## src/sapq_pkg.sv

```systemverilog
package sapq_pkg;

  localparam int unsigned ValueW = 32;
  localparam int unsigned CountW = 6;

  typedef enum logic [0:0] {
    CmdInsert = 1'b0,
    CmdRemove = 1'b1
  } cmd_e;

  typedef enum logic [1:0] {
    StDone  = 2'd0,
    StFull  = 2'd1,
    StEmpty = 2'd2
  } status_e;

  typedef struct packed {
    cmd_e                     command;
    logic signed [ValueW-1:0] value;
  } in_item_t;

  typedef struct packed {
    status_e                  status;
    logic signed [ValueW-1:0] removed_value;
    logic [CountW-1:0]        count;
    logic                     is_empty;
    logic                     is_full;
  } out_item_t;

  // broadcast to every cell
  typedef struct packed {
    logic                     insert;
    logic                     remove;
    logic signed [ValueW-1:0] value;
  } cell_ctrl_t;

endpackage

```

## src/sapq_cell.sv

```systemverilog
module sapq_cell (
  input  logic                                clk_i,
  input  sapq_pkg::cell_ctrl_t                ctrl_i,
  input  logic                                occupied_i,
  input  logic signed [sapq_pkg::ValueW-1:0]  left_entry_i,
  input  logic                                left_shift_i,
  input  logic signed [sapq_pkg::ValueW-1:0]  right_entry_i,
  output logic signed [sapq_pkg::ValueW-1:0]  entry_o,
  output logic                                shift_o
);

  logic signed [sapq_pkg::ValueW-1:0] entry_q, entry_d;

  // entry moves up on insert when it is strictly larger than the new value
  assign shift_o = occupied_i && (entry_q > ctrl_i.value);

  always_comb begin
    entry_d = entry_q;
    if (ctrl_i.insert) begin
      if (left_shift_i) begin
        entry_d = left_entry_i;
      end else if (shift_o || !occupied_i) begin
        entry_d = ctrl_i.value;
      end
    end else if (ctrl_i.remove) begin
      entry_d = right_entry_i;
    end
  end

  always_ff @(posedge clk_i) begin
    entry_q <= entry_d;
  end

  assign entry_o = entry_q;

endmodule

```

## src/sorted_array_priority_queue_top.sv

```systemverilog
// Sorted-array min priority queue built from a row of DEPTH cells.
// Input channel: in_valid_i / in_stall_o carry one command item, either
// insert a signed value or remove the smallest value. Output channel:
// out_valid_o / out_stall_i carry one result item for each command, with
// status, removed value, count after the item and empty/full flags.
// Equal values leave in the order they were inserted.
// Every cell compares its entry with the broadcast value and takes its own,
// its left or its right neighbor's entry, so the whole row updates at once:
// the result appears in the cycle after the item is accepted, and one
// item per cycle is sustained while the receiver keeps up.
// The result waits in an output register; while it is stalled, in_stall_o
// is held high and no new item is taken.
// Reset empties the queue and drops any pending result; the stored entries
// are not cleared, the fill count marks which of them are held.
module sorted_array_priority_queue_top #(
  parameter int unsigned DEPTH = 32
) (
  input  logic                 clk_i,
  input  logic                 rst_ni,
  input  logic                 in_valid_i,
  output logic                 in_stall_o,
  input  sapq_pkg::in_item_t   in_item_i,
  output logic                 out_valid_o,
  input  logic                 out_stall_i,
  output sapq_pkg::out_item_t  out_item_o
);

  localparam int unsigned CW = $clog2(DEPTH + 1);
  localparam logic [CW-1:0] FullCount = CW'(DEPTH);

  logic [CW-1:0] count_q, count_d;
  logic          out_valid_q;
  sapq_pkg::out_item_t out_item_q, out_item_d;

  logic accept, is_insert, insert_ok, remove_ok;
  sapq_pkg::cell_ctrl_t ctrl;

  logic signed [sapq_pkg::ValueW-1:0] entry [DEPTH];
  logic                               shift [DEPTH];

  logic [sapq_pkg::CountW+CW-1:0] count_ext;

  assign in_stall_o = out_valid_q && out_stall_i;
  assign accept     = in_valid_i && !in_stall_o;
  assign is_insert  = (in_item_i.command == sapq_pkg::CmdInsert);
  assign insert_ok  = accept && is_insert && (count_q != FullCount);
  assign remove_ok  = accept && !is_insert && (count_q != '0);

  assign ctrl.insert = insert_ok;
  assign ctrl.remove = remove_ok;
  assign ctrl.value  = in_item_i.value;

  for (genvar i = 0; i < DEPTH; i++) begin : g_cell
    localparam logic [CW-1:0] Idx = CW'(i);
    logic signed [sapq_pkg::ValueW-1:0] left_entry, right_entry;
    logic                               left_shift;

    if (i == 0) begin : g_first
      assign left_entry = '0;
      assign left_shift = 1'b0;
    end else begin : g_mid
      assign left_entry = entry[i-1];
      assign left_shift = shift[i-1];
    end

    if (i == DEPTH - 1) begin : g_last
      assign right_entry = '0;
    end else begin : g_inner
      assign right_entry = entry[i+1];
    end

    sapq_cell u_cell (
      .clk_i         (clk_i),
      .ctrl_i        (ctrl),
      .occupied_i    (Idx < count_q),
      .left_entry_i  (left_entry),
      .left_shift_i  (left_shift),
      .right_entry_i (right_entry),
      .entry_o       (entry[i]),
      .shift_o       (shift[i])
    );
  end

  always_comb begin
    count_d = count_q;
    if (insert_ok) begin
      count_d = count_q + CW'(1);
    end else if (remove_ok) begin
      count_d = count_q - CW'(1);
    end
  end

  assign count_ext = {{sapq_pkg::CountW{1'b0}}, count_d};

  always_comb begin
    out_item_d.status        = sapq_pkg::StDone;
    out_item_d.removed_value = '0;
    out_item_d.count         = count_ext[sapq_pkg::CountW-1:0];
    out_item_d.is_empty      = (count_d == '0);
    out_item_d.is_full       = (count_d == FullCount);
    if (is_insert) begin
      if (!insert_ok) begin
        out_item_d.status = sapq_pkg::StFull;
      end
    end else if (remove_ok) begin
      out_item_d.removed_value = entry[0];
    end else begin
      out_item_d.status = sapq_pkg::StEmpty;
    end
  end

  always_ff @(posedge clk_i or negedge rst_ni) begin
    if (!rst_ni) begin
      count_q     <= '0;
      out_valid_q <= 1'b0;
    end else begin
      count_q <= count_d;
      if (accept) begin
        out_valid_q <= 1'b1;
      end else if (!out_stall_i) begin
        out_valid_q <= 1'b0;
      end
    end
  end

  always_ff @(posedge clk_i) begin
    if (accept) begin
      out_item_q <= out_item_d;
    end
  end

  assign out_valid_o = out_valid_q;
  assign out_item_o  = out_item_q;

endmodule

```

## config.mk

```make
export PLATFORM = sky130hd
export DESIGN_NAME = sorted_array_priority_queue_top
export DESIGN_NICKNAME = d
export VERILOG_FILES = /design/src/sapq_pkg.sv /design/src/sapq_cell.sv /design/src/sorted_array_priority_queue_top.sv
export SDC_FILE = /design/constraint.sdc
export NUM_CORES = 2
export LEC_CHECK = 0
export BUFFER_PORTS_ARGS = -buffer_cell sky130_fd_sc_hd__clkbuf_2
export CAP_MARGIN = 20
export CORE_MARGIN = 4
export CORE_UTILIZATION = 60
export CTS_BUF_LIST = sky130_fd_sc_hd__clkbuf_4 sky130_fd_sc_hd__clkbuf_8
export CTS_CLUSTER_DIAMETER = 80
export DETAILED_ROUTE_END_ITERATION = 8
export GPL_TIMING_DRIVEN = 0
export MAX_ROUTING_LAYER = met4
export PLACE_DENSITY = 0.79
export REMOVE_ABC_BUFFERS = 1
export SLEW_MARGIN = 40
export SYNTH_ARGS = -nofsm -noshare
export SYNTH_HDL_FRONTEND = slang
export SYNTH_SLANG_ARGS = --single-unit
```

## constraint.sdc

```tcl
create_clock -name clk_i -period 5.81 [get_ports clk_i]
set_input_delay 0.8715 -clock clk_i [delete_from_list [all_inputs] [get_ports clk_i]]
set_output_delay 0.8715 -clock clk_i [all_outputs]
set_load 0.01 [all_outputs]
```

== Word level (Yosys, flattened, before mapping) ==
Cells that the tools add are included.

* Flip-flop bits (word level): 1,073
* Input port bits: 37
* Word-level logic and storage cells: 414

* Add/sub/neg operators: 2
* Magnitude comparators: 64
* Equal/unequal tests: 35
* Mux-type cells: 134
* Bitwise logic cells: 1
* Reductions and logical operators: 139

{| class="wikitable"
|+ Operator list
! cell !! number
|-
| $mux 32 || 127
|-
| $gt 32x32->1 || 32
|-
| $lt 5x6->1 const A || 16
|-
| $ne 3x1->1 const B || 31
|-
| $reduce_and 2->1 || 33
|-
| $lt 4x6->1 const A || 8
|-
| $logic_and 1x1->1 || 38
|-
| $logic_not 1->1 || 33
|-
| $logic_or 1x1->1 || 32
|-
| $lt 3x6->1 const A || 4
|-
| $lt 1x6->1 const A || 2
|-
| $lt 2x6->1 const A || 2
|-
| $mux 6 || 2
|-
| $add 6x1->6 const B || 1
|-
| $eq 6x6->1 const B || 1
|-
| $logic_not 6->1 || 1
|-
| $ne 6x6->1 const B || 1
|-
| $reduce_bool 6->1 || 1
|-
| $sub 6x1->6 const B || 1
|-
| $mux 2 || 2
|-
| $ne 2x1->1 const B || 2
|-
| $mux 1 || 3
|-
| $reduce_bool 2->1 || 1
|-
| $not 1->1 || 1
|}

== Longest topological paths before layout ==
* Word-level depth: 8
* Mapped depth: 12

== Cells and area by module ==
From an unflattened synthesis, not the netlist that was laid out.

* Cell total of the unflattened synthesis: 8,629
* Area, all modules: 82,411.5 µm²

{| class="wikitable"
|+ Modules (own cells, without submodules)
! module !! times used !! cells each !! area an instance (µm²)
|-
| sapq_cell || 32 || 263 || 2,499.9
|-
| sorted_array_priority_queue_top || 1 || 213 || 2,414.8
|}

== Least setup slack after synthesis ==
No wires, ideal clock.

* Path type: input -> register
* From: in in_valid_i
* To: reg g_cell[0].u_cell.entry_q (netlist bit g_cell[0].u_cell.entry_o[0]), enable pin
* Setup time: 436 ps
* Arrival time: 6,232 ps
* Path slack: -858 ps
* Stages: 8
* Path buffers: 4
* Path through: a21boi_1 -> o211a_1 -> clkbuf_1 -> clkbuf_1 -> clkbuf_1 -> clkbuf_1 -> nand2_1 -> o221ai_1

* Cells in the longest elaborated chain, start to end: 5
* Elaborated cells on any way between the ends: 8

{| class="wikitable"
|+ Ends and longest elaborated chain
! what !! RTL line !! text
|-
| start, declared || sorted_array_priority_queue_top.sv:20 || <nowiki>input logic in_valid_i,</nowiki>
|-
| $logic_and 1x1->1 (*) || sorted_array_priority_queue_top.sv:44 || <nowiki>assign accept = in_valid_i && !in_stall_o;</nowiki>
|-
| $logic_and 1x1->1, on equally long branches (2 in series) || sorted_array_priority_queue_top.sv:46, sorted_array_priority_queue_top.sv:47 ||
|-
| $ne 2x1->1 (no line) or $reduce_bool 2->1 (tied branches) || n/a ||
|-
| $reduce_and 2->1 (no line) (*) || n/a ||
|-
| end signal, assigned || sapq_cell.sv:31 || <nowiki>entry_q <= entry_d;</nowiki>
|-
| end, declared || sapq_cell.sv:12 || <nowiki>logic signed [sapq_pkg::ValueW-1:0] entry_q, entry_d;</nowiki>
|}

Every way passes the cells marked *; elsewhere a longest branch is shown, timed or not.
A chain may end at the register's enable or synchronous reset.

== Worst setup path in the final report ==
* From: reg count_q[1]
* To: reg g_cell[22].u_cell.entry_q (netlist bit g_cell[22].u_cell.entry_o[16]), enable pin

* Cells in the longest elaborated chain, start to end: 5
* Elaborated cells on any way between the ends: 13

{| class="wikitable"
|+ Ends and longest elaborated chain
! what !! RTL line !! text
|-
| start, declared || sorted_array_priority_queue_top.sv:31 || <nowiki>logic [CW-1:0] count_q, count_d;</nowiki>
|-
| start signal, assigned || sorted_array_priority_queue_top.sv:117 || <nowiki>count_q <= count_d;</nowiki>
|-
| $lt 5x6->1 || sorted_array_priority_queue_top.sv:75 || <nowiki>.occupied_i (Idx < count_q),</nowiki>
|-
| $logic_and 1x1->1 or $logic_not 1->1 (tied branches) || sapq_cell.sv:15, sapq_cell.sv:22 ||
|-
| $logic_or 1x1->1 || sapq_cell.sv:22 || <nowiki>end else if (shift_o || !occupied_i) begin</nowiki>
|-
| $ne 3x1->1 (no line) || n/a ||
|-
| $reduce_and 2->1 (no line) (*) || n/a ||
|-
| end signal, assigned || sapq_cell.sv:31 ||
|-
| end, declared || sapq_cell.sv:12 ||
|}

Marked as above.

==> results.ini <==
[run]
max_cap_violations=0

[cts]
htreeDepth=4
cts_tree=done
postCtsSetupRepairBufs=0
cts_max_path_buffers=3
clock_sinks=1073
clock_latency_ns=1.02
cts_root_buf=clkbuf_8
path_clk_slew_ns=0.06
cts_buffers=190

[setup_path]
cp-start-kind=register
crit_fanout=14
cp.arrival_ns=6.24
crit_type=reg -> reg
crit_start=count_q[1]$_DFF_PN0_
worst_setup_path_end_kind=register
reg2reg_from=count_q[1]$_DFF_PN0_
cp.required_ns=6.48

[synth]
synth.top_cell.area_share=0.4029
yosys-top-cells-count=o211ai_1, nand2_1, edfxtp_1
syn_inst=8097
async_reset_ff_frac=0.006524
yosysMostFrequentCell=o211ai_1
synth_flop_cell=edfxtp_1
synth_area_leader_cell=edfxtp_1
synth.distinct_cells=68
ys_seq_area_frac=0.4051
yosys_register_bits=1073
synth.cell_area_um2=79450
ys_top_cells_by_area=edfxtp_1, ha_1, o211ai_1, nand2_1, a21oi_1
synth-edff-count=1066
yosysWarnings=0
syn_avg_cell_area_um2=9.812

[sta]
clock.fmax_ghz=0.1796
tns_ns=0
finalHoldViolCount=0
rsz0062_at_grt=false
slew_viol_final=0
finClkSkew_ns=0.06528
maxSlewHeadroom=0.4124
fin_crit_sh=0.9585
period_needed_ns=5.569
tightest_slew_ns=0.8722
whs_ns=0.07919
setup_viol=0

[power]
combPwrFrac=0.379
power_density_nw_per_um2=348.1
fin_total_pwr_mw=31.06
p_int_mw=17.81
leakage_nw=34.00
switchingPower_mw=13.25
peakVddDrop_uv=382.6
p_sw_frac=0.4267
seq_power_share=0.383
p_clk_frac=0.238

[min_path]
hold_class=in -> reg
hp-start=in_valid_i

[die]
core-area_um2=131500
row_count=133
die_area_um2=138300
die_h_um=371.9
io_pins=81
start_util=0.6043
die_x_um=371.9

[cells_and_area]
drive_gt1_frac=0.1189
fillers=9954
final_nets=9202
seq_area_um2=32190
area_growth_pct=12.32
final_area_um2=89240
multiInputGateArea_um2=45500

[global_route]
grt_overflow=0
grt_usage=0.4788
grt_pass1_wl_um=478500
grt_pass1_vias=74120
grt_max_degree=53
antenna_found_initial=31

[detailed_routing]
viasPerCell=7.833
drc=50
vias=79030
drt-wirelength-per-cell_um=32.74
ant_nets=0
first_pass_iters=9
routed_wl_um=330300
drt_iter0_drc=13980

[placed_design]
port_buffers=80
dp_hpwl_um=238100
gp_congestion=1.035
place_area_um2=85320

[status]
status=finished with violations
violations=design-rule violations

==> critical path, stage by stage, from the launching register on <==
cell and delay (ns):
dfrtp_1 0.51, inv_1 0.21, ha_4 0.31, or3b_1 0.47, o211ai_1 0.28, buf_2 0.26
buf_2 0.24, buf_4 0.19, buf_2 0.22, buf_2 0.24, buf_2 0.22, buf_2 0.19
buf_2 0.22, buf_2 0.23, buf_2 0.23, buf_2 0.22, buf_2 0.22, nor4_1 0.13
a21oi_4 0.39, buf_8 0.22
==> final timing paths <==
| kind | end | slack (ns) | cells past startpoint |
|---|---|---|---|
| min in group asynchronous | count_q[0]$_DFF_PN0_ | 0.23 | 2 |
| worst max register to register | g_cell[22].u_cell.entry_o[16]$_DFFE_PP_ | 0.24 | 19 |
| worst min-delay path | out_valid_o$_DFFE_PN0P_ | 0.08 | 2 |
| max in group asynchronous | count_q[5]$_DFF_PN0_ | 5.39 | 2 |
| worst min register to register | g_cell[30].u_cell.entry_o[29]$_DFFE_PP_ | 0.58 | 2 |
| worst max-delay path | g_cell[22].u_cell.entry_o[16]$_DFFE_PP_ | 0.24 | 19 |
==> what timing repair did <==
action,4_1_cts,5_1_grt
resized for setup,0,2
hold endpoints to repair,7,0
hold buffers,1,0
endpoints found under the setup margin,0,44
==> stage by stage <==
stage / setup WS [ns] / utilization / cells
floorplan: -37.49 / - / 7474
global placement: -67.26 / 0.6056 / 9309
detailed placement: 0.2418 / 0.6490 / 9699
CTS: 0.1654 / 0.6777 / 10040
global route: 0.1282 / 0.6784 / 10070
finish: 0.2414 / 0.6788 / 10090
==> cell usage in the layout (no fill, tap or decap), drive strengths merged, types with 195 or more instances in the layout <==
cell type and n:
nand2 1353, ha 1027, a21oi 453, nand3 312
nand4 221, edfxtp 1066, o2111ai 195, o211ai 1429
clkbuf 334, buf 390
==> layer usage <==
layer | GRT usage | vias up | share of wire
met5 | - | - | 0
met4 | 0.3618 | 0 | 0.098
met3 | 0.2053 | 2114 | 0.17
met2 | 0.6350 | 7392 | 0.40
met1 | 0.5709 | 36990 | 0.34
li1 | - | 32540 | -
==> power groups by stage <==
stage	Combinational, mW	Clock (mW)	Sequential, mW
final	11.8	7.38	11.9
after detailed placement	11.1	0	11.9
after CTS	11.2	7.29	11.8
after global routing	12.5	7.67	11.9
after floorplan	7.71	0	11.2
after global placement	11.0	0	12.0
==> state kept, by name, indices dropped and copies added, names as in the netlist <==
| signal | cells |
|---|---|
| g_cell.u_cell.entry_o | 1024 |
| out_valid_o | 1 |
| out_item_o | 42 |
| count_q | 6 |
==> logic make-up (layout without fill, tap and decap cells) <==
logic type	count (synthesis)	after routing	share of synthesized area
AOI/OAI and AO/OA	2778	2778	0.2533
and+or+nand+nor	2406	2406	0.1373
DFF	1073	1073	0.4051
adders and majority gates	1027	1027	0.1617
buffers and inverters	775	964	0.03784
muxes	32	32	0.004032
xor gates and xnor gates	6	6	0.0006615
other	0	48	0
==> cell type report <==
class                           count  share of cell area
Sequential cell                  1073              0.3607
Multi-Input combinational cell   6249              0.5099
Antenna cell                       48            0.001346
Inverter                          152            0.007263
Timing Repair Buffer              472             0.05413
Clock inverter                     87            0.007235
Tap cell                         1755             0.02461
Clock buffer                      253             0.03488
No activity file was read; power rests on OpenSTA's default activity.
